<file path="src/design/e131_pkt_pkg.sv">
package e131_pkt_pkg;

  localparam int HDR_BYTES = 126;
  localparam logic [15:0] FLAGS_HI = 16'h7000;

  localparam logic [2:0] OP_WRITE_SLOT = 3'd0;
  localparam logic [2:0] OP_WRITE_PAIR = 3'd1;
  localparam logic [2:0] OP_CLEAR      = 3'd2;
  localparam logic [2:0] OP_ADV_SEQ    = 3'd3;
  localparam logic [2:0] OP_READ       = 3'd4;

  localparam logic [2:0] REG_UNIVERSE = 3'd0;
  localparam logic [2:0] REG_PRIORITY = 3'd1;
  localparam logic [2:0] REG_START    = 3'd2;
  localparam logic [2:0] REG_SLOTS    = 3'd3;
  localparam logic [2:0] REG_PREVIEW  = 3'd4;

  localparam logic [15:0] RST_UNIVERSE = 16'd1;
  localparam logic [7:0]  RST_PRIORITY = 8'd100;
  localparam logic [7:0]  RST_START    = 8'd0;
  localparam logic [9:0]  RST_SLOTS    = 10'd512;

  localparam logic [7:0] PREAMBLE [16] = '{
    8'h00, 8'h10, 8'h00, 8'h00, 8'h41, 8'h53, 8'h43, 8'h2d,
    8'h45, 8'h31, 8'h2e, 8'h31, 8'h37, 8'h00, 8'h00, 8'h00
  };

  typedef enum logic [2:0] {
    K_WRITE1,
    K_WRITE2,
    K_CLEAR,
    K_SEQ,
    K_RDHDR,
    K_RDSLOT,
    K_REJECT
  } kind_t;

  typedef struct packed {
    kind_t       kind;
    logic [9:0]  addr;
    logic [15:0] wdata;
    logic [6:0]  hoff;
    logic [9:0]  plen;
  } cmd_t;

  typedef struct packed {
    logic [15:0] universe;
    logic [7:0]  priority_level;
    logic [7:0]  start_code;
    logic [9:0]  slot_count;
    logic        preview;
  } cfg_t;

  function automatic logic [7:0] hdr_byte(input logic [6:0] off, input logic [9:0] n,
                                          input cfg_t cfg, input logic [7:0] seq);
    logic [15:0] root_len;
    logic [15:0] frame_len;
    logic [15:0] dmp_len;
    logic [15:0] prop_cnt;
    logic [7:0]  b;
    root_len  = {6'd0, n + 10'd110} | FLAGS_HI;
    frame_len = {6'd0, n + 10'd88} | FLAGS_HI;
    dmp_len   = {6'd0, n + 10'd11} | FLAGS_HI;
    prop_cnt  = {6'd0, n + 10'd1};
    b = 8'h00;
    if (off < 7'd16) begin
      b = PREAMBLE[off[3:0]];
    end else begin
      case (off)
        7'd16:  b = root_len[15:8];
        7'd17:  b = root_len[7:0];
        7'd21:  b = 8'h04;
        7'd38:  b = frame_len[15:8];
        7'd39:  b = frame_len[7:0];
        7'd43:  b = 8'h02;
        7'd108: b = cfg.priority_level;
        7'd111: b = seq;
        7'd112: b = {1'b0, cfg.preview, 6'd0};
        7'd113: b = cfg.universe[15:8];
        7'd114: b = cfg.universe[7:0];
        7'd115: b = dmp_len[15:8];
        7'd116: b = dmp_len[7:0];
        7'd117: b = 8'h02;
        7'd118: b = 8'ha1;
        7'd122: b = 8'h01;
        7'd123: b = prop_cnt[15:8];
        7'd124: b = prop_cnt[7:0];
        7'd125: b = cfg.start_code;
        default: b = 8'h00;
      endcase
    end
    return b;
  endfunction

endpackage

</file>
<file path="src/design/e131_pkt_back.sv">
module e131_pkt_back #(
  parameter int MAX_SLOTS = 512
) (
  input  logic               clk,
  input  logic               rst,
  input  e131_pkt_pkg::cfg_t cfg,
  input  logic [9:0]         n_slots,
  input  logic               q_valid,
  input  e131_pkt_pkg::cmd_t q_head,
  output logic               q_pop,
  output logic               busy,
  output logic               m_tvalid,
  input  logic               m_tready,
  output logic [7:0]         read_byte,
  output logic               status,
  output logic [9:0]         packet_length
);

  localparam int AW = (MAX_SLOTS > 1) ? $clog2(MAX_SLOTS) : 1;
  localparam logic [AW-1:0] LAST_ADDR = AW'(MAX_SLOTS - 1);

  typedef enum logic [3:0] {
    ST_SWEEP = 4'b0001,
    ST_EXEC  = 4'b0010,
    ST_READ  = 4'b0100,
    ST_WR2   = 4'b1000
  } state_t;

  logic [7:0] mem [MAX_SLOTS];

  state_t        state;
  state_t        state_next;
  logic [AW-1:0] sweep_addr;
  logic [7:0]    seq;
  logic [AW-1:0] wr2_addr;
  logic [7:0]    wr2_data;
  logic [9:0]    rd_plen;
  logic [7:0]    mem_rdata;

  logic          out_free;
  logic          emit_now;
  logic          mem_we;
  logic [AW-1:0] mem_waddr;
  logic [7:0]    mem_wdata;
  logic [7:0]    hdr;

  assign busy     = state == ST_SWEEP;
  assign out_free = !m_tvalid || m_tready;
  assign q_pop    = state == ST_EXEC && q_valid && out_free;
  assign emit_now = q_pop && q_head.kind != e131_pkt_pkg::K_RDSLOT;
  assign hdr      = e131_pkt_pkg::hdr_byte(q_head.hoff, n_slots, cfg, seq);

  always_comb begin
    mem_we    = 1'b0;
    mem_waddr = sweep_addr;
    mem_wdata = 8'h00;
    state_next = state;
    unique case (state)
      ST_SWEEP: begin
        mem_we = 1'b1;
        if (sweep_addr == LAST_ADDR) begin
          state_next = ST_EXEC;
        end
      end
      ST_EXEC: begin
        if (q_pop) begin
          case (q_head.kind)
            e131_pkt_pkg::K_WRITE1: begin
              mem_we    = 1'b1;
              mem_waddr = q_head.addr[AW-1:0];
              mem_wdata = q_head.wdata[7:0];
            end
            e131_pkt_pkg::K_WRITE2: begin
              mem_we     = 1'b1;
              mem_waddr  = q_head.addr[AW-1:0];
              mem_wdata  = q_head.wdata[15:8];
              state_next = ST_WR2;
            end
            e131_pkt_pkg::K_CLEAR:  state_next = ST_SWEEP;
            e131_pkt_pkg::K_RDSLOT: state_next = ST_READ;
            default: ;
          endcase
        end
      end
      ST_READ: state_next = ST_EXEC;
      ST_WR2: begin
        mem_we     = 1'b1;
        mem_waddr  = wr2_addr;
        mem_wdata  = wr2_data;
        state_next = ST_EXEC;
      end
      default: state_next = ST_EXEC;
    endcase
  end

  always_ff @(posedge clk) begin
    if (mem_we) begin
      mem[mem_waddr] <= mem_wdata;
    end
    if (q_pop && q_head.kind == e131_pkt_pkg::K_RDSLOT) begin
      mem_rdata <= mem[q_head.addr[AW-1:0]];
    end
  end

  always_ff @(posedge clk) begin
    if (rst) begin
      state      <= ST_SWEEP;
      sweep_addr <= '0;
      seq        <= 8'd0;
      m_tvalid   <= 1'b0;
    end else begin
      state <= state_next;
      if (state == ST_SWEEP) begin
        sweep_addr <= sweep_addr + AW'(1);
      end else begin
        sweep_addr <= '0;
      end
      if (q_pop && q_head.kind == e131_pkt_pkg::K_SEQ) begin
        seq <= seq + 8'd1;
      end
      if (emit_now || state == ST_READ) begin
        m_tvalid <= 1'b1;
      end else if (m_tready) begin
        m_tvalid <= 1'b0;
      end
    end
  end

  always_ff @(posedge clk) begin
    if (q_pop) begin
      wr2_addr <= q_head.addr[AW-1:0] + AW'(1);
      wr2_data <= q_head.wdata[7:0];
      rd_plen  <= q_head.plen;
    end
    if (emit_now) begin
      read_byte     <= (q_head.kind == e131_pkt_pkg::K_RDHDR) ? hdr : 8'h00;
      status        <= q_head.kind == e131_pkt_pkg::K_REJECT;
      packet_length <= q_head.plen;
    end else if (state == ST_READ) begin
      read_byte     <= mem_rdata;
      status        <= 1'b0;
      packet_length <= rd_plen;
    end
  end

endmodule

</file>
<file path="config.mk">
export PLATFORM = sky130hd
export DESIGN_NAME = e131_pkt_back
export DESIGN_NICKNAME = d
export VERILOG_FILES = /design/src/design/e131_pkt_pkg.sv /design/src/design/e131_pkt_back.sv
export SDC_FILE = /design/constraint.sdc
export NUM_CORES = 2
export LEC_CHECK = 0
export BUFFER_PORTS_ARGS = -buffer_cell sky130_fd_sc_hd__buf_2
export CORE_UTILIZATION = 25
export CTS_CLUSTER_DIAMETER = 100
export DETAILED_ROUTE_END_ITERATION = 8
export GPL_ROUTABILITY_DRIVEN = 0
export PLACE_DENSITY = 0.36
export SYNTH_ARGS = -nofsm -noshare
export SYNTH_HDL_FRONTEND = slang
export SYNTH_SLANG_ARGS = --single-unit
</file>
<file path="constraint.sdc">
create_clock -name clk -period 79.3 [get_ports clk]
set_input_delay 11.895 -clock clk [delete_from_list [all_inputs] [get_ports clk]]
set_output_delay 11.895 -clock clk [all_outputs]
set_load 0.02 [all_outputs]
</file>
==> summary.txt <==
Status = completed
Vias in the first global route = 84.7k
Routed WL = 557 mm
Pre-CTS setup slack = 54.64 ns
Mapped Cells = 7809
Post CTS Setup Buffer Count = 0
Leading cell type in the layout, fill and taps excluded = edfxtp_1
Sink Count = 4172
Synth-to-Final Area Change = 16.2%
DRT antenna net count = 0
Vias after detailed routing = 82.0k
CP Data Required Time = 67.41 ns
Max-cap violations = 0
Final Skew = 0.0470 ns
Register area share after synthesis = 0.767
DRT iter0 DRCs = 8436
#FFs+latches synth = 4172
Layout Nets = 8266
Fin. max-slew vios = 0
Drt drc = 0
GRT overflow = 0
Final WS setup = 54.66 ns
Unrepaired setup endpoints after global routing = no
Area of the multi-input gates = 35600 um2
Pin count of the biggest net entering global routing = 186
Worst hold path type = register to register
Post-Syn Area = 163000 um2
Filler cells = 63.5k
CTS root buffer = clkbuf_16
Final TNS setup = 0 ns
Commonest non-fill, non-tap cells in the layout = edfxtp_1, mux4_2, nor2_1, clkbuf_16, mux2i_1
Synth Warn # = 0
Measured slew at the worst slew-check pin = 1.47 ns
Hpwl dp = 337 mm
GRT Resource Usage Total = 0.166
Placed insts = 16.3k
Drt via density = 4.77
CTS Buf Count = 465
Syn_nets = 7931
Crit end category = output port
FF+latch area = 125000 um2
Tcrit/Tclk final = 0.311
Async S/R FF share, synth = 0
Layout cells sized above 1 = 0.243
Cts repair resizes = 0
Crit-path max FO = 4
Final setup vio count = 0
Final min period = 24.64 ns
Synth unique cells = 77
Chip Width = 809 um
Peak VDD IR = 0.0188 mV
Avg WL per Cell = 32.4 um
Die height = 809 um
# port buffers = 113
Initial Utilization = 0.251
Core Area = 650000 um2
CP Class = input port to output port
IO Count = 125
Maximum clock rate = 40.6 MHz
Crit start category = input port
H-tree levels = 5
Clock transition at the registers of the reported paths = 0.06 ns
Clk Latency, worst-skew pair = 1.04 ns
# rows = 296
CTS tree = built
Power Dens Cells = 25.1 nW/um2
Number of flops mapped to enable cells by yosys = 4150
Post-synth top flop = edfxtp_1
Critical Path AT = 12.74 ns
Worst slew margin = 0.0177
Syn Area/Cell = 20.9 um2
Die area = 655000 um2
R2R setup slack = 72.34 ns
Global-route wire length before repair = 753 mm
Hold Vio Cnt, Final = 0
Non-Filler Instances = 17.2k
Lkg Pwr = 48.9 nW
CTS Hold Bufs = 0
Pre-antenna DRT Iters = 6
Clk buf depth = 4
Initial antenna violation count = 69
[sequential cells by signal, indices dropped and copies added (netlist names), 8 cells and up]
signal,count
seq,8
wr2_addr,9
rd_plen,10
wr2_data,8
sweep_addr,9
read_byte,8
mem_rdata,8
packet_length,10
mem,4096
[cells in the mapped netlist, types with 13 or more instances]
| master | number | area share |
|---|---|---|
| xnor2_1 | 17 | 0.00091 |
| dfxtp_1 | 22 | 0.0027 |
| o221ai_1 | 62 | 0.0033 |
| o21ai_0 | 89 | 0.0027 |
| a22oi_1 | 192 | 0.0088 |
| edfxtp_1 | 4150 | 0.76 |
| ha_1 | 19 | 0.0015 |
| a21oi_1 | 144 | 0.0044 |
| a221oi_1 | 61 | 0.0033 |
| buf_2 | 130 | 0.0040 |
| mux4_2 | 963 | 0.13 |
| buf_4 | 54 | 0.0025 |
| mux2_2 | 29 | 0.0020 |
| nand4_1 | 28 | 0.0011 |
| nor3_1 | 50 | 0.0015 |
| buf_1 | 47 | 0.0011 |
| a31oi_1 | 15 | 0.00058 |
| nand3_1 | 50 | 0.0015 |
| clkbuf_1 | 200 | 0.0046 |
| xor2_1 | 13 | 0.00070 |
| nor4_1 | 16 | 0.00061 |
| a211oi_1 | 36 | 0.0017 |
| and3_1 | 14 | 0.00054 |
| nand2_1 | 195 | 0.0045 |
| buf_6 | 49 | 0.0034 |
| inv_1 | 23 | 0.00053 |
| mux2i_1 | 280 | 0.017 |
| nor2_1 | 602 | 0.014 |
| a22o_1 | 21 | 0.0011 |
| nor2b_1 | 22 | 0.00084 |
| o211ai_1 | 16 | 0.00074 |
| o22ai_1 | 43 | 0.0017 |
[routing by layer]
| metal | wire (um) | track usage |
|---|---|---|
| met5 | 24 | 0 |
| met2 | 266000 | 0.272 |
| met4 | 13100 | 0.0379 |
| met3 | 29300 | 0.0241 |
| met1 | 249000 | 0.233 |
[worst paths after layout]
path / from / end / cells after the start
min reg2reg: sweep_addr[0] / sweep_addr[0] / 1
min: sweep_addr[0] / sweep_addr[0] / 1
max: m_tready / q_pop / 5
max reg2reg: state[1] / mem[83][5] / 11
[kinds of logic after synthesis]
| logic type | share of synthesized area |
|---|---|
| AOI/OAI and AO/OA | 0.0336 |
| DFF | 0.767 |
| buffers and inverters | 0.0166 |
| and+or+nand+nor | 0.0272 |
| xor gates and xnor gates | 0.00161 |
| muxes | 0.152 |
| adders and majority gates | 0.00146 |
[report_power, final]
| part | switching [mW] | internal, mW | leakage (nW) |
|---|---|---|---|
| combinational | 0.139 | 0.0518 | 11.4 |
| clock | 0.912 | 1.25 | 7.39 |
| sequential | 0.00107 | 2.40 | 30.1 |
| total | 1.05 | 3.70 | 48.9 |
[through the flow]
stage	total power [mW]	utilization	hold WS [ns]	cell area (um2)
after global routing	4.88	0.292	0.498	189000
after floorplan	2.55	-	0.436	163000
after global placement	2.64	0.268	0.459	174000
after CTS	4.81	0.292	0.489	189000
after detailed placement	2.64	0.268	0.472	174000
final	4.75	0.292	0.489	189000
[area by class of cell]
| cell class | instances | area share |
|---|---|---|
| repair buffers | 353 | 0.0142 |
| inverters | 25 | 0.000548 |
| flip-flops and latches | 4172 | 0.660 |
| multi-input cells | 3127 | 0.188 |
| clock inverters | 299 | 0.0155 |
| diodes | 20 | 0.000264 |
| clock buffers | 557 | 0.0641 |
| well taps | 8642 | 0.0571 |
[worst max-delay path, stage by stage]
cell,delay [ns]
buf_2,0.09
nand2b_1,0.18
nand3_1,0.17
inv_1,0.21
buf_2,0.20
No activity file was read; power rests on OpenSTA's default activity.
