## src/design/e131_pkt_pkg.sv

```systemverilog
package e131_pkt_pkg;

  localparam int HDR_BYTES = 126;
  localparam logic [15:0] FLAGS_HI = 16'h7000;

  localparam logic [2:0] OP_WRITE_SLOT = 3'd0;
  localparam logic [2:0] OP_WRITE_PAIR = 3'd1;
  localparam logic [2:0] OP_CLEAR      = 3'd2;
  localparam logic [2:0] OP_ADV_SEQ    = 3'd3;
  localparam logic [2:0] OP_READ       = 3'd4;

  localparam logic [2:0] REG_UNIVERSE = 3'd0;
  localparam logic [2:0] REG_PRIORITY = 3'd1;
  localparam logic [2:0] REG_START    = 3'd2;
  localparam logic [2:0] REG_SLOTS    = 3'd3;
  localparam logic [2:0] REG_PREVIEW  = 3'd4;

  localparam logic [15:0] RST_UNIVERSE = 16'd1;
  localparam logic [7:0]  RST_PRIORITY = 8'd100;
  localparam logic [7:0]  RST_START    = 8'd0;
  localparam logic [9:0]  RST_SLOTS    = 10'd512;

  localparam logic [7:0] PREAMBLE [16] = '{
    8'h00, 8'h10, 8'h00, 8'h00, 8'h41, 8'h53, 8'h43, 8'h2d,
    8'h45, 8'h31, 8'h2e, 8'h31, 8'h37, 8'h00, 8'h00, 8'h00
  };

  typedef enum logic [2:0] {
    K_WRITE1,
    K_WRITE2,
    K_CLEAR,
    K_SEQ,
    K_RDHDR,
    K_RDSLOT,
    K_REJECT
  } kind_t;

  typedef struct packed {
    kind_t       kind;
    logic [9:0]  addr;
    logic [15:0] wdata;
    logic [6:0]  hoff;
    logic [9:0]  plen;
  } cmd_t;

  typedef struct packed {
    logic [15:0] universe;
    logic [7:0]  priority_level;
    logic [7:0]  start_code;
    logic [9:0]  slot_count;
    logic        preview;
  } cfg_t;

  function automatic logic [7:0] hdr_byte(input logic [6:0] off, input logic [9:0] n,
                                          input cfg_t cfg, input logic [7:0] seq);
    logic [15:0] root_len;
    logic [15:0] frame_len;
    logic [15:0] dmp_len;
    logic [15:0] prop_cnt;
    logic [7:0]  b;
    root_len  = {6'd0, n + 10'd110} | FLAGS_HI;
    frame_len = {6'd0, n + 10'd88} | FLAGS_HI;
    dmp_len   = {6'd0, n + 10'd11} | FLAGS_HI;
    prop_cnt  = {6'd0, n + 10'd1};
    b = 8'h00;
    if (off < 7'd16) begin
      b = PREAMBLE[off[3:0]];
    end else begin
      case (off)
        7'd16:  b = root_len[15:8];
        7'd17:  b = root_len[7:0];
        7'd21:  b = 8'h04;
        7'd38:  b = frame_len[15:8];
        7'd39:  b = frame_len[7:0];
        7'd43:  b = 8'h02;
        7'd108: b = cfg.priority_level;
        7'd111: b = seq;
        7'd112: b = {1'b0, cfg.preview, 6'd0};
        7'd113: b = cfg.universe[15:8];
        7'd114: b = cfg.universe[7:0];
        7'd115: b = dmp_len[15:8];
        7'd116: b = dmp_len[7:0];
        7'd117: b = 8'h02;
        7'd118: b = 8'ha1;
        7'd122: b = 8'h01;
        7'd123: b = prop_cnt[15:8];
        7'd124: b = prop_cnt[7:0];
        7'd125: b = cfg.start_code;
        default: b = 8'h00;
      endcase
    end
    return b;
  endfunction

endpackage

```

## src/design/e131_pkt_cmdq.sv

```systemverilog
module e131_pkt_cmdq (
  input  logic               clk,
  input  logic               rst,
  input  logic               push,
  input  e131_pkt_pkg::cmd_t push_cmd,
  output logic               full,
  input  logic               pop,
  output logic               valid,
  output e131_pkt_pkg::cmd_t head
);

  e131_pkt_pkg::cmd_t entry [2];
  logic       wptr;
  logic       rptr;
  logic [1:0] count;

  assign full  = count == 2'd2;
  assign valid = count != 2'd0;
  assign head  = entry[rptr];

  always_ff @(posedge clk) begin
    if (push) begin
      entry[wptr] <= push_cmd;
    end
  end

  always_ff @(posedge clk) begin
    if (rst) begin
      wptr  <= 1'b0;
      rptr  <= 1'b0;
      count <= 2'd0;
    end else begin
      if (push) begin
        wptr <= !wptr;
      end
      if (pop) begin
        rptr <= !rptr;
      end
      count <= count + {1'b0, push} - {1'b0, pop};
    end
  end

endmodule

```

## config.mk

```make
export PLATFORM = sky130hd
export DESIGN_NAME = e131_pkt_cmdq
export DESIGN_NICKNAME = d
export VERILOG_FILES = /design/src/design/e131_pkt_pkg.sv /design/src/design/e131_pkt_cmdq.sv
export SDC_FILE = /design/constraint.sdc
export NUM_CORES = 1
export LEC_CHECK = 0
export BUFFER_PORTS_ARGS = -buffer_cell sky130_fd_sc_hd__buf_2
export CORE_MARGIN = 4
export CORE_UTILIZATION = 47
export CTS_CLUSTER_DIAMETER = 150
export DETAILED_ROUTE_END_ITERATION = 8
export PLACE_DENSITY_LB_ADDON = 0.25
export SYNTH_ARGS = -nofsm -noshare
export SYNTH_HDL_FRONTEND = slang
export SYNTH_SLANG_ARGS = --single-unit
export TNS_END_PERCENT = 5
```

## constraint.sdc

```tcl
create_clock -name clk -period 2.9 [get_ports clk]
set_input_delay 0 -clock clk [delete_from_list [all_inputs] [get_ports clk]]
set_output_delay 0 -clock clk [all_outputs]
set_load 0.03 [all_outputs]
```

==> flow_summary.toml, run 1 <==
[sta]
slew_violations = 0
fin_crit_ps = 1790
rsz0062_at_grt = "false"
timing.fmax_ghz = 0.559
worst_slew_pin_slew_ps = 654
finClkSkew_ps = 8.62
period_share = 0.617
relSlewSlack = 0.564
setup_tns_ps = 0
finalHoldViolCount = 0
setup_viol = 0

[power_and_ir_drop]
combPwrFrac = 0.186
p_int_mw = 2.30
p_sw_mw = 0.814
p_seq_frac = 0.534
switching_share = 0.261
ir_worst_vdd_mv = 0.455
power.total_mw = 3.11
p_clk_frac = 0.280
leakage_nw = 2.01
powerDensity_nw_per_um2 = 621

[finish]
layout-drive-gt1-share = 0.512
n_antenna_cell = 0
fin_nets = 373
final_util = 0.649
layoutNonFillerInstCount = 428
area_growth_pct = 34.1

[logic_synthesis]
post-synth-top-count-cell = "edfxtp_1"
ys_seq_elements = 97
synth_edf_count = 92
synth.top_cell.area_share = 0.738
synthFlopType = "edfxtp_1"
syn_nets = 216
avgSynthCellArea_um2 = 22.8
syn_area_um2 = 3740
yosys.cell_types.count = 14
synth_top_cell_by_area = "edfxtp_1"
synth.area.top_cells = "edfxtp_1 74%, mux2_4 16%, dfxtp_1 2.7%"
synth_common_cells = "92 x edfxtp_1, 40 x mux2_4, 6 x mux2_2"
ys_seq_area_frac = 0.765
ys_async_sr_fraction = 0
synthCells = 164
yosys_warnings = 0

[global_route]
grt_pass1_wl_um = 10600
antenna_found_initial = 0
grt_max_degree = 39
grt.total_usage = 0.143
grt_pass1_vias = 2171
overflow = 0

[place]
dpl.hpwl_um = 4120
dp_cells = 362
numPortBuffers = 97
place_congestion = 0.704

[outcome]
status = "finished clean"

[floorplan]
die_area_um2 = 9450
die_w_um = 97.2
rows = 32
core_area_um2 = 7730
die_height_um = 97.2
io_pins = 98
start_util = 0.484

[critical_path]
slowest_delay_ps = 530
cp-end-kind = "primary output"
path_max_fanout = 38
cp_slowest_cell = "dfxtp_2"
path_class = "flop to primary output"
setup.worst_path.start_class = "flop"
path_cells = "buf_12 -> mux2_2 -> buf_2"
rr_worst_depth = 2
crit_required_ps = 2900
worstPathArrival_ps = 1790

[run]
cap_violations = 0

[routing]
routed_wl_um = 6600
drt-initial-drc-count = 70
dr.max_layer_used = "met4"
wl_met3_um = 356
met2RoutedLength_um = 3310
met1Wirelength_um = 2830
firstDrtPassIters = 4
vias = 1949
viasPerCell = 4.55
drc = 0
wl_per_cell_um = 15.4
antenna_left = 0

[clock_network]
numCtsBuffers = 9
cts.sinks = 97
cts_tree = "done"
cts-root-buf = "clkbuf_8"
clkSlewWorstSetupHoldPaths_ps = 100
clk_latency_ps = 350
clk_path_buf_depth = 2
cts_setup_buffers = 0
htree_levels = 3

[hold_path]
holdCritPathClass = "primary input to flop"
min_path_cells = 2
-- flip-flops by register name (all words and copies together), names as in the netlist, named ones only --
register  flops
count         2
entry        92
rptr          1
wptr          1
-- worst paths after layout --
path / from / to / slack [ps]
min reg2reg: rptr$_SDFFE_PP0P_ / rptr$_SDFFE_PP0P_ / 530
max: flop / head[1] / 1110
min: push_cmd[12] / entry[0][12]$_DFFE_PP_ / 370
max reg2reg: wptr$_SDFFE_PP0P_ / entry[1][17]$_DFFE_PP_ / 1180
-- metal layers --
metal	up-vias	global-route usage
met5	-	0
met4	0	0.0628
met3	12	0.0388
met2	62	0.244
met1	927	0.171
li1	948	-
-- worst max-delay path, delay by kind of cell (launching register included) --
family   cells  cell delay (ps)
flops        1              530
buf+inv      2              510
mux          1              390
-- kinds of logic after synthesis --
| group | share of synthesized area |
|---|---|
| adder cells (fa/ha/maj) | 0.00669 |
| XOR/XNOR | 0.0107 |
| flip-flops | 0.765 |
| multiplexers | 0.179 |
| buffers and inverters | 0.0264 |
| AND/OR/NAND/NOR | 0.0124 |
-- metrics by stage --
| step | instance area [um2] | hold WS (ps) | worst slack, ps |
|---|---|---|---|
| 2_1_floorplan | 3740 | 71.6 | 62.3 |
| 3_3_place_gp | 4320 | 190 | 1160 |
| 3_5_place_dp | 4320 | 193 | 1140 |
| 4_1_cts | 5020 | 343 | 1080 |
| 5_1_grt | 5020 | 367 | 1030 |
| 6_report | 5020 | 366 | 1110 |
-- area by class of cell --
type | instances | area, um2
clock buffers | 9 | 124
clock inverters | 7 | 77.6
fillers | 547 | 2710
inverters | 2 | 7.51
multi-input cells | 60 | 788
flip-flops and latches | 97 | 2860
well taps | 102 | 128
repair buffers | 151 | 1030
-- layout by cell type (no fill, tap or decap), types with 2 or more instances in the layout --
cell type      count
dfxtp_1            4
clkbuf_8           9
dlygate4sd3_1     50
buf_4              3
mux2_2             6
ha_1               2
xnor2_1            2
nor2b_1            2
inv_1              2
inv_6              3
nor2_1             4
buf_2             97
edfxtp_1          92
mux2_4            40
-- repair_timing --
action,in CTS,in global routing
gates resized for setup,0,0
hold endpoints to repair,97,0
hold buffers,50,0
-- power by group through the flow --
stage | combinational (mW) | clock [mW] | sequential [mW]
6_report | 0.579 | 0.873 | 1.66
5_1_grt | 0.613 | 0.967 | 1.67
4_1_cts | 0.584 | 0.900 | 1.66
3_5_place_dp | 0.530 | 0 | 1.70
3_3_place_gp | 0.527 | 0 | 1.69
2_1_floorplan | 0.406 | 0 | 1.69
(Power assumes the default switching activity.)
==> run 2, diff against run 1 <==
Clock period 2.9 ns to 1.6 ns, I/O delays scaled along.
==> flow_summary.toml, run 2 (synthesis results as in run 1) <==
[outcome]
status = "finished clean"

[finish]
top_regs = "entry (92), count (2)"
n_antenna_cell = 0
stdcell_area_um2 = 5050
final_cell_mix = "97 x buf_2, 92 x edfxtp_1, 49 x dlygate4sd3_1, 40 x mux2_4, 9 x clkbuf_8"
regMostFlops = "entry"
largest_reg_flops = 92
layout-drive-gt1-share = 0.511
area_growth_pct = 34.9
fin_nets = 374
final_common_cell = "buf_2"
final_util = 0.653

[clock_network]
cts_setup_buffers = 0
htree_levels = 3
cts.sinks = 97
clkSlewWorstSetupHoldPaths_ps = 90
cts-root-buf = "clkbuf_8"
cts_tree = "done"
numCtsBuffers = 9
clk_path_buf_depth = 2
ctsHoldBuffers = 49
post_cts_resized = 0
clk_latency_ps = 340

[routing]
viasPerCell = 4.62
routed_wl_um = 6400
vias = 1981
wl_per_cell_um = 14.9
firstDrtPassIters = 4
drt-initial-drc-count = 73
antenna_left = 0
drc = 0

[critical_path]
setup.worst_path.start_class = "flop"
crit_end = "head[39]"
rr_worst_depth = 6
crit_required_ps = 1600
timing.rr.start = "count[0]$_SDFF_PP0_"
cp-end-kind = "primary output"
path_max_fanout = 27
r2r_slack_ps = 240
r2r_end = "count[1]$_SDFF_PP0_"
path_class = "flop to primary output"
worstPathArrival_ps = 1480

[sta]
setup_viol = 0
timing.fmax_ghz = 0.678
finalHoldViolCount = 0
relSlewSlack = 0.764
rsz0062_at_grt = "false"
fin_crit_ps = 1480
slew_violations = 0
worst_slew_pin_slew_ps = 354
period_share = 0.922
finClkSkew_ps = 11.1

[place]
numPortBuffers = 97
dpl-instance-area_um2 = 4370
dpl.hpwl_um = 4080
place_congestion = 0.692

[floorplan]
die_w_um = 97.2
io_pins = 98
die_height_um = 97.2
start_util = 0.484
core_area_um2 = 7730
die_area_um2 = 9450
rows = 32

[power_and_ir_drop]
ir_worst_vdd_mv = 0.620
powerDensity_nw_per_um2 = 1110
leakage_nw = 2.01

[global_route]
grt.total_usage = 0.140
grt_max_degree = 28
grt_pass1_wl_um = 10300
antenna_found_initial = 0
grt_pass1_vias = 2150
overflow = 0

[hold_path]
holdCritPathClass = "primary input to flop"

[run]
cap_violations = 0
## run 2: cell types whose count changed in the layout (fill, tap and decap cells not counted), sizes merged
cell / delta
inv: -3
buf: +2
clkbuf: +2
clkinvlp: +2
clkinv: -1
dlygate4sd3: -1
## run 2: critical path, cell delays in order, from the launching register on
cell	delay [ps]
dfxtp_2	380
buf_12	240
mux2_4	320
buf_2	180
## run 2: cell type report
class,instances,area [um2]
sequential,97,2860
fill,560,2680
timing repair buffer,152,1070
multi-input combinational,60,788
clock buffer,11,131
tap,102,128
clock inverter,5,57.6
inverter,2,7.51
## run 2: layer usage
metal	vias up	share of wire	global-route usage	routed length (um)
li1	949	-	-	-
met1	959	0.38	0.153	2460
met2	60	0.54	0.247	3440
met3	13	0.053	0.0452	340
met4	0	0.024	0.0607	155
met5	-	0	0	0
## run 2: how the worst min path moves through the flow
| stage | startpoint | to | slack (ps) | cells after the start |
|---|---|---|---|---|
| after floorplan | rst | count[0]$_SDFF_PP0_ | 70 | 1 |
| after global placement | push_cmd[17] | entry[0][17]$_DFFE_PP_ | 190 | 1 |
| after detailed placement | push_cmd[36] | entry[0][36]$_DFFE_PP_ | 190 | 1 |
| after CTS | push_cmd[2] | entry[1][2]$_DFFE_PP_ | 360 | 2 |
| after global routing | push_cmd[29] | entry[0][29]$_DFFE_PP_ | 350 | 2 |
| final | push_cmd[2] | entry[1][2]$_DFFE_PP_ | 370 | 2 |
## run 2: per-stage QoR
| stage | hold slack, ps | TNS [ps] | std cells | power [mW] | worst slack (ps) |
|---|---|---|---|---|---|
| 5_1_grt | 351 | 0 | 429 | 5.84 | 49.0 |
| 3_3_place_gp | 188 | 0 | 364 | 4.04 | 291 |
| 2_1_floorplan | 71.6 | -15110 | 164 | 3.79 | -329 |
| 4_1_cts | 355 | 0 | 429 | 5.64 | 91.4 |
| 6_report | 374 | 0 | 429 | 5.58 | 124 |
| 3_5_place_dp | 191 | 0 | 364 | 4.06 | 242 |
## run 2: power by group
part / switching [mW] / total, mW / internal (mW)
clock network: 0.785 / 1.51 / 0.722
registers: 0.0476 / 3.00 / 2.96
logic: 0.581 / 1.07 / 0.490
total: 1.41 / 5.58 / 4.17
