`config.mk`:
```
export PLATFORM = sky130hd
export DESIGN_NAME = e131_pkt_front
export DESIGN_NICKNAME = d
export VERILOG_FILES = /design/src/design/e131_pkt_pkg.sv /design/src/design/e131_pkt_front.sv
export SDC_FILE = /design/constraint.sdc
export NUM_CORES = 1
export LEC_CHECK = 0
export BUFFER_PORTS_ARGS = -buffer_cell sky130_fd_sc_hd__buf_2
export CAP_MARGIN = 20
export CORE_AREA = 10 10 69 71
export DETAILED_ROUTE_END_ITERATION = 10
export DIE_AREA = 0 0 79 81
export PLACE_DENSITY = 0.79
export SLEW_MARGIN = 20
export SYNTH_ARGS = -nofsm -noshare
export SYNTH_HDL_FRONTEND = slang
export SYNTH_SLANG_ARGS = --single-unit
```
`constraint.sdc`:
```
create_clock -name vclk -period 3
set_input_delay 0.6 -clock vclk [all_inputs]
set_output_delay 0.6 -clock vclk [all_outputs]
set_load 0.05 [all_outputs]
```
`src/design/e131_pkt_pkg.sv`:
```
package e131_pkt_pkg;

  localparam int HDR_BYTES = 126;
  localparam logic [15:0] FLAGS_HI = 16'h7000;

  localparam logic [2:0] OP_WRITE_SLOT = 3'd0;
  localparam logic [2:0] OP_WRITE_PAIR = 3'd1;
  localparam logic [2:0] OP_CLEAR      = 3'd2;
  localparam logic [2:0] OP_ADV_SEQ    = 3'd3;
  localparam logic [2:0] OP_READ       = 3'd4;

  localparam logic [2:0] REG_UNIVERSE = 3'd0;
  localparam logic [2:0] REG_PRIORITY = 3'd1;
  localparam logic [2:0] REG_START    = 3'd2;
  localparam logic [2:0] REG_SLOTS    = 3'd3;
  localparam logic [2:0] REG_PREVIEW  = 3'd4;

  localparam logic [15:0] RST_UNIVERSE = 16'd1;
  localparam logic [7:0]  RST_PRIORITY = 8'd100;
  localparam logic [7:0]  RST_START    = 8'd0;
  localparam logic [9:0]  RST_SLOTS    = 10'd512;

  localparam logic [7:0] PREAMBLE [16] = '{
    8'h00, 8'h10, 8'h00, 8'h00, 8'h41, 8'h53, 8'h43, 8'h2d,
    8'h45, 8'h31, 8'h2e, 8'h31, 8'h37, 8'h00, 8'h00, 8'h00
  };

  typedef enum logic [2:0] {
    K_WRITE1,
    K_WRITE2,
    K_CLEAR,
    K_SEQ,
    K_RDHDR,
    K_RDSLOT,
    K_REJECT
  } kind_t;

  typedef struct packed {
    kind_t       kind;
    logic [9:0]  addr;
    logic [15:0] wdata;
    logic [6:0]  hoff;
    logic [9:0]  plen;
  } cmd_t;

  typedef struct packed {
    logic [15:0] universe;
    logic [7:0]  priority_level;
    logic [7:0]  start_code;
    logic [9:0]  slot_count;
    logic        preview;
  } cfg_t;

  function automatic logic [7:0] hdr_byte(input logic [6:0] off, input logic [9:0] n,
                                          input cfg_t cfg, input logic [7:0] seq);
    logic [15:0] root_len;
    logic [15:0] frame_len;
    logic [15:0] dmp_len;
    logic [15:0] prop_cnt;
    logic [7:0]  b;
    root_len  = {6'd0, n + 10'd110} | FLAGS_HI;
    frame_len = {6'd0, n + 10'd88} | FLAGS_HI;
    dmp_len   = {6'd0, n + 10'd11} | FLAGS_HI;
    prop_cnt  = {6'd0, n + 10'd1};
    b = 8'h00;
    if (off < 7'd16) begin
      b = PREAMBLE[off[3:0]];
    end else begin
      case (off)
        7'd16:  b = root_len[15:8];
        7'd17:  b = root_len[7:0];
        7'd21:  b = 8'h04;
        7'd38:  b = frame_len[15:8];
        7'd39:  b = frame_len[7:0];
        7'd43:  b = 8'h02;
        7'd108: b = cfg.priority_level;
        7'd111: b = seq;
        7'd112: b = {1'b0, cfg.preview, 6'd0};
        7'd113: b = cfg.universe[15:8];
        7'd114: b = cfg.universe[7:0];
        7'd115: b = dmp_len[15:8];
        7'd116: b = dmp_len[7:0];
        7'd117: b = 8'h02;
        7'd118: b = 8'ha1;
        7'd122: b = 8'h01;
        7'd123: b = prop_cnt[15:8];
        7'd124: b = prop_cnt[7:0];
        7'd125: b = cfg.start_code;
        default: b = 8'h00;
      endcase
    end
    return b;
  endfunction

endpackage

```
`src/design/e131_pkt_front.sv`:
```
module e131_pkt_front (
  input  logic                  s_tvalid,
  output logic                  s_tready,
  input  logic [2:0]            op,
  input  logic [9:0]            slot_number,
  input  logic [15:0]           write_value,
  input  logic [9:0]            byte_offset,
  input  logic [9:0]            n_slots,
  input  logic                  busy,
  input  logic                  q_full,
  output logic                  q_push,
  output e131_pkt_pkg::cmd_t    q_cmd
);

  localparam logic [9:0] HDR_W = 10'(e131_pkt_pkg::HDR_BYTES);

  logic [9:0] plen;

  assign plen     = n_slots + HDR_W;
  assign s_tready = !q_full && !busy;
  assign q_push   = s_tvalid && s_tready;

  always_comb begin
    q_cmd       = '0;
    q_cmd.kind  = e131_pkt_pkg::K_REJECT;
    q_cmd.wdata = write_value;
    q_cmd.hoff  = byte_offset[6:0];
    q_cmd.plen  = plen;
    unique case (op)
      e131_pkt_pkg::OP_WRITE_SLOT: begin
        q_cmd.addr = slot_number - 10'd1;
        if (slot_number != 10'd0 && slot_number <= n_slots) begin
          q_cmd.kind = e131_pkt_pkg::K_WRITE1;
        end
      end
      e131_pkt_pkg::OP_WRITE_PAIR: begin
        q_cmd.addr = slot_number - 10'd1;
        if (slot_number != 10'd0 && slot_number < n_slots) begin
          q_cmd.kind = e131_pkt_pkg::K_WRITE2;
        end
      end
      e131_pkt_pkg::OP_CLEAR:   q_cmd.kind = e131_pkt_pkg::K_CLEAR;
      e131_pkt_pkg::OP_ADV_SEQ: q_cmd.kind = e131_pkt_pkg::K_SEQ;
      e131_pkt_pkg::OP_READ: begin
        q_cmd.addr = byte_offset - HDR_W;
        if (byte_offset < HDR_W) begin
          q_cmd.kind = e131_pkt_pkg::K_RDHDR;
        end else if (byte_offset < plen) begin
          q_cmd.kind = e131_pkt_pkg::K_RDSLOT;
        end
      end
      default: q_cmd.kind = e131_pkt_pkg::K_REJECT;
    endcase
  end

endmodule

```
==> qor.txt, run 1 <==
Status: finished with violations
Failing checks: setup timing
Met3 Use GR: 3.642%
Final ANT Viol Nets: 0
CP Class: input port to primary output
Mapped Nets: 255
Placed Area: 1784 µm²
Combinational Power Share: 100.0%
Top cells by area, synth: ha_1 (22%), buf_4 (14%), xnor2_1 (11%)
Cell Int Power: 0.1800 mW
PwrDens: 209.3 nW/µm²
Core area: 3523 µm²
Initial Utilization: 35.44%
Initial DRC count: 96
GRT met2 Usage: 25.12%
Die ar.: 6399 µm²
Layout cells sized above 1: 56.11%
Hold Buf Count CTS: 0
WL per Instance: 15.95 µm
Hpwl dp: 3925 µm
Die width: 79 µm
Clk network pwr share: 0%
Grt met1 use: 15.22%
Critical Path RT: 2400 ps
Remaining Overflow, GRT: 0
Routability cong.: 0.7937
IO buf count: 68
Number of global-route vias before repair: 1626
Die H: 81 µm
DR vias/cell: 4.984
Largest stage delay, worst path: 410 ps
Sequential power share: 0%
Pin count of the biggest net entering global routing: 13
Drt pass-1 iters: 6
Max-slew violations: 0
Switching power: 0.2599 mW
Finished Layout Cells: 310
Tightest Pin Transition: 380.3 ps
IO Pins: 100
Fill cell count: 324
Register area: 0 µm²
Area Growth Syn to Fin: 68.34%
Final WL: 4946 µm
Slew HR: 74.65%
Net Sw Frac: 59.08%
Max-cap check violation count: 0
Drc violations: 0
Synth Cell Area: 1249 µm²
Crit path DAT: 2810 ps
Final Hold Fails: 0
ANT cells: 0
# rows: 22
Min-Delay Path Class: input port to primary output
First-pass GRT wire length: 7479 µm
Most Crowded Layer GR: met2
Startpoint types: input port
Post-synth top area share: 22.04%
FF+latch count: 0
Initial antenna violation count: 0
Netlist cell types: 38
Pleak: 1.027 nW
Design Area, Final: 2102 µm²
Final Critical Period: 3413 ps
Post-synth top cells: buf_4 (24), inv_1 (23), ha_1 (22), nor2_1 (19), xnor2_1 (16)
Multi-input gate area: 1254 µm²
Unrepaired setup endpoints after global routing: yes
Gate Count Post-Synth: 181
Most numerous cell in the Yosys netlist: buf_4
Placed cell count: 305
CLK BUF: 0
Max VDD drop: 0.09622 mV
Post-synth top area cell: ha_1
# setup viols final: 2
Worst path slowest cell: or3_4
Via count: 1545
Crit-path max FO: 3
Syn_area_per_cell: 6.899 µm²
Setup crit end kind: primary output
Max frequency: 0.2930 GHz
Crit-path cells: buf_8 > clkinvlp_4 > ha_4 > buf_4 > xor2_4 > inv_2 > ha_4 > a21o_1 > a21oi_2 > nor3b_1 > or3_4 > a211o_4 > buf_8
Ys Warns: 0
Final period util: 113.8%
Fin nets: 338
Seq/Total Area, Yosys: 0%
Total GRT Usage: 13.70%
Final worst setup slack: -413.4 ps
-- what timing repair did --
action,CTS,global route
resized for setup,30,26
setup buffers,2,4
endpoints found under the setup margin,3,4
pin swaps,18,17
hold endpoints to repair,0,0
-- routing by layer --
metal	wire, µm	share of wire, %
met1	1981	40
met2	2463	50
met3	357	7.2
met4	144	2.9
met5	0	0
-- critical path: cells and delay by family --
kind	cells	cell delay, ps
AND/OR/NAND/NOR	2	470
buffers and inverters	5	540
AO/OA/AOI/OAI	3	670
XOR/XNOR	1	150
adder cells (fa/ha/maj)	2	380
-- metrics by stage --
stage	hold slack (ps)	setup slack, ps	utilization [%]	total power, mW	setup TNS (ps)
floorplan	1319	-617.4	-	0.2956	-1132
CTS	1200	-392.3	55.08	0.4045	-694.9
detailed placement	1200	-618.7	50.64	0.3690	-1411
global placement	1200	-494.7	50.64	0.3616	-1153
global route	1200	-461.3	59.66	0.4730	-880.1
finish	1200	-413.4	59.66	0.4399	-732.5
-- power groups by stage --
stage               Clock, mW  Combinational, mW  Sequential [mW]
floorplan                   0              0.296                0
global placement            0              0.362                0
detailed placement          0              0.369                0
CTS                         0              0.405                0
global route                0              0.473                0
finish                      0              0.440                0
-- layout make-up --
| cell class | count | area share [%] |
|---|---|---|
| Multi-Input combinational cell | 131 | 59.64 |
| Timing Repair Buffer | 108 | 33.10 |
| Tap cell | 48 | 2.857 |
| Inverter | 23 | 4.405 |
-- cells in the final DEF (no fill, tap or decap), types with 4 or more instances in the layout --
cell type / n
nand2_1: 6
buf_4: 39
ha_4: 9
buf_2: 61
ha_1: 13
nor2_1: 17
buf_6: 4
xnor2_1: 13
nand4_1: 4
o22ai_1: 5
inv_2: 4
a21oi_1: 7
inv_1: 17
xor2_1: 4
-- logic make-up after synthesis --
family / Yosys count / synth area share [%]
simple gates: 54 / 22.65
buf+inv: 50 / 22.24
compound gates: 34 / 18.34
fa+ha+maj: 22 / 22.04
xor+xnor: 21 / 14.73
-- path summary, 6_finish.rpt --
check	from	to	slack [ps]	cells after the start
worst min-delay path	write_value[8]	q_cmd[25]	1200	0
worst max-delay path	n_slots[1]	q_cmd[44]	-410	13
Power figures use the tool's default switching activity.
==> run 2, diff against run 1 <==
Settings changed: CORE_AREA 10 10 69 71 to 10 10 93 54, DIE_AREA 0 0 79 81 to 0 0 103 64.
==> run 2 against run 1 <==
The flow still finishes with violations (setup timing). Total power hardly changed. Clock-buffer cell count stayed put. Via count is 10% higher. Combinational power hardly changed. Largest power group unchanged.
==> qor.txt, run 2 (same netlist as run 1, synthesis figures left out) <==
Die H: 64 µm
CLK BUF: 0
Critical Path RT: 2400 ps
Final ANT Viol Nets: 0
Final Critical Period: 3456 ps
Switching power: 0.2687 mW
FF+latch count: 0
Failing checks: setup timing
Design Area, Final: 2038 µm²
Met3 Use GR: 1.502%
Pleak: 1.015 nW
Final WL: 6027 µm
Max-slew violations: 0
Routability cong.: 0.8921
DR vias/cell: 5.690
Status: finished with violations
Setup crit end kind: primary output
Total GRT Usage: 15.19%
WHS: 1200 ps
Cell Int Power: 0.1714 mW
Crit path DAT: 2860 ps
Area Growth Syn to Fin: 63.23%
IO buf count: 68
WL per Instance: 20.09 µm
First-pass GRT wire length: 8204 µm
GRT met2 Usage: 30.53%
Most Crowded Layer GR: met2
Sequential power share: 0%
Slew HR: 77.95%
Number of global-route vias before repair: 1636
Via count: 1707
Hold Crit Start: write_value[3]
Commonest non-fill, non-tap cells in the layout: buf_2 (61), buf_4 (36), inv_1 (19)
Drc violations: 0
Final period util: 115.2%
Final worst setup slack: -456.3 ps
Max-cap check violation count: 0
# setup viols final: 3
Min-Delay Path Class: input port to primary output
Crit-path most repeated cell: ha_4
ANT cells: 0
Combinational Power Share: 100.0%
Die ar.: 6592 µm²
Final Hold Fails: 0
Most common cell after layout, fill and taps aside: buf_2
Final core occ: 60.33%
Crit-path max FO: 3
PwrDens: 215.9 nW/µm²
Initial DRC count: 85
Initial antenna violation count: 0
CP Class: input port to primary output
Grt met1 use: 15.41%
Hold Buf Count CTS: 0
Crit-path cells: buf_6 > clkinvlp_4 > ha_4 > buf_12 > xor2_4 > inv_2 > ha_4 > a21o_1 > a21oi_2 > nor3b_2 > or3_4 > a211o_4 > buf_8
Dpl ws: -560.8 ps
Die width: 103 µm
Placed Area: 1767 µm²
Tightest Pin Transition: 328.8 ps
Drt pass-1 iters: 4
Unrepaired setup endpoints after global routing: yes
Layout cells sized above 1: 53.49%
Startpoint types: input port
Remaining Overflow, GRT: 0
Hold Crit Depth: 0
# rows: 15
Initial Utilization: 36.96%
Core area: 3378 µm²
Pin count of the biggest net entering global routing: 13
Fill cell count: 255
Max frequency: 0.2893 GHz
Worst hold endpoint: q_cmd[20]
Hpwl dp: 4149 µm
Worst path slowest cell: or3_4
Fin nets: 334
Clk network pwr share: 0%
Largest stage delay, worst path: 380 ps
IO Pins: 100
Net Sw Frac: 61.06%
Register area: 0 µm²
Max VDD drop: 0.08691 mV
run 2: critical path, delay by kind of cell:
kind	cells	cell delay, ps
xor gates and xnor gates	1	170
AOI/OAI and AO/OA	3	670
and+or+nand+nor	2	440
buffers and inverters	5	550
adders and majority gates	2	400
run 2: how the worst max path moves through the flow:
stage,depth (start not counted),startpoint,to
after global routing,12,n_slots[1],q_cmd[44]
after detailed placement,11,n_slots[1],q_cmd[44]
after global placement,11,n_slots[1],q_cmd[44]
after CTS,12,n_slots[1],q_cmd[44]
after floorplan,10,n_slots[1],q_cmd[44]
final,13,n_slots[1],q_cmd[44]
run 2: metal layers:
metal,share of wire (%),up-vias
li1,-,764
met1,36,806
met2,54,103
met3,6.2,34
met4,4.6,0
met5,0,-
run 2: layout make-up:
class | count | area [µm²] | area share (%)
inverters | 23 | 92.59 | 4.543
multi-input cells | 131 | 1219 | 59.79
well taps | 42 | 52.55 | 2.578
repair buffers | 104 | 674.4 | 33.09
run 2: stage by stage:
stage / power [mW] / instances / setup TNS (ps)
2_1_floorplan: 0.2956 / 181 / -1132
3_3_place_gp: 0.3585 / 296 / -1083
3_5_place_dp: 0.3702 / 296 / -1193
4_1_cts: 0.3958 / 298 / -726.2
5_1_grt: 0.4634 / 300 / -1067
6_report: 0.4401 / 300 / -881.5
run 2: power groups by stage:
stage               clock, mW  sequential (mW)  combinational, mW
floorplan                   0                0              0.296
global placement            0                0              0.358
detailed placement          0                0              0.370
CTS                         0                0              0.396
global route                0                0              0.463
finish                      0                0              0.440
run 2: repair_timing:
action,in CTS,in global routing
pin swaps,15,22
endpoints found under the hold margin,0,0
setup endpoints to repair,3,4
resized for setup,23,26
setup buffers,2,3
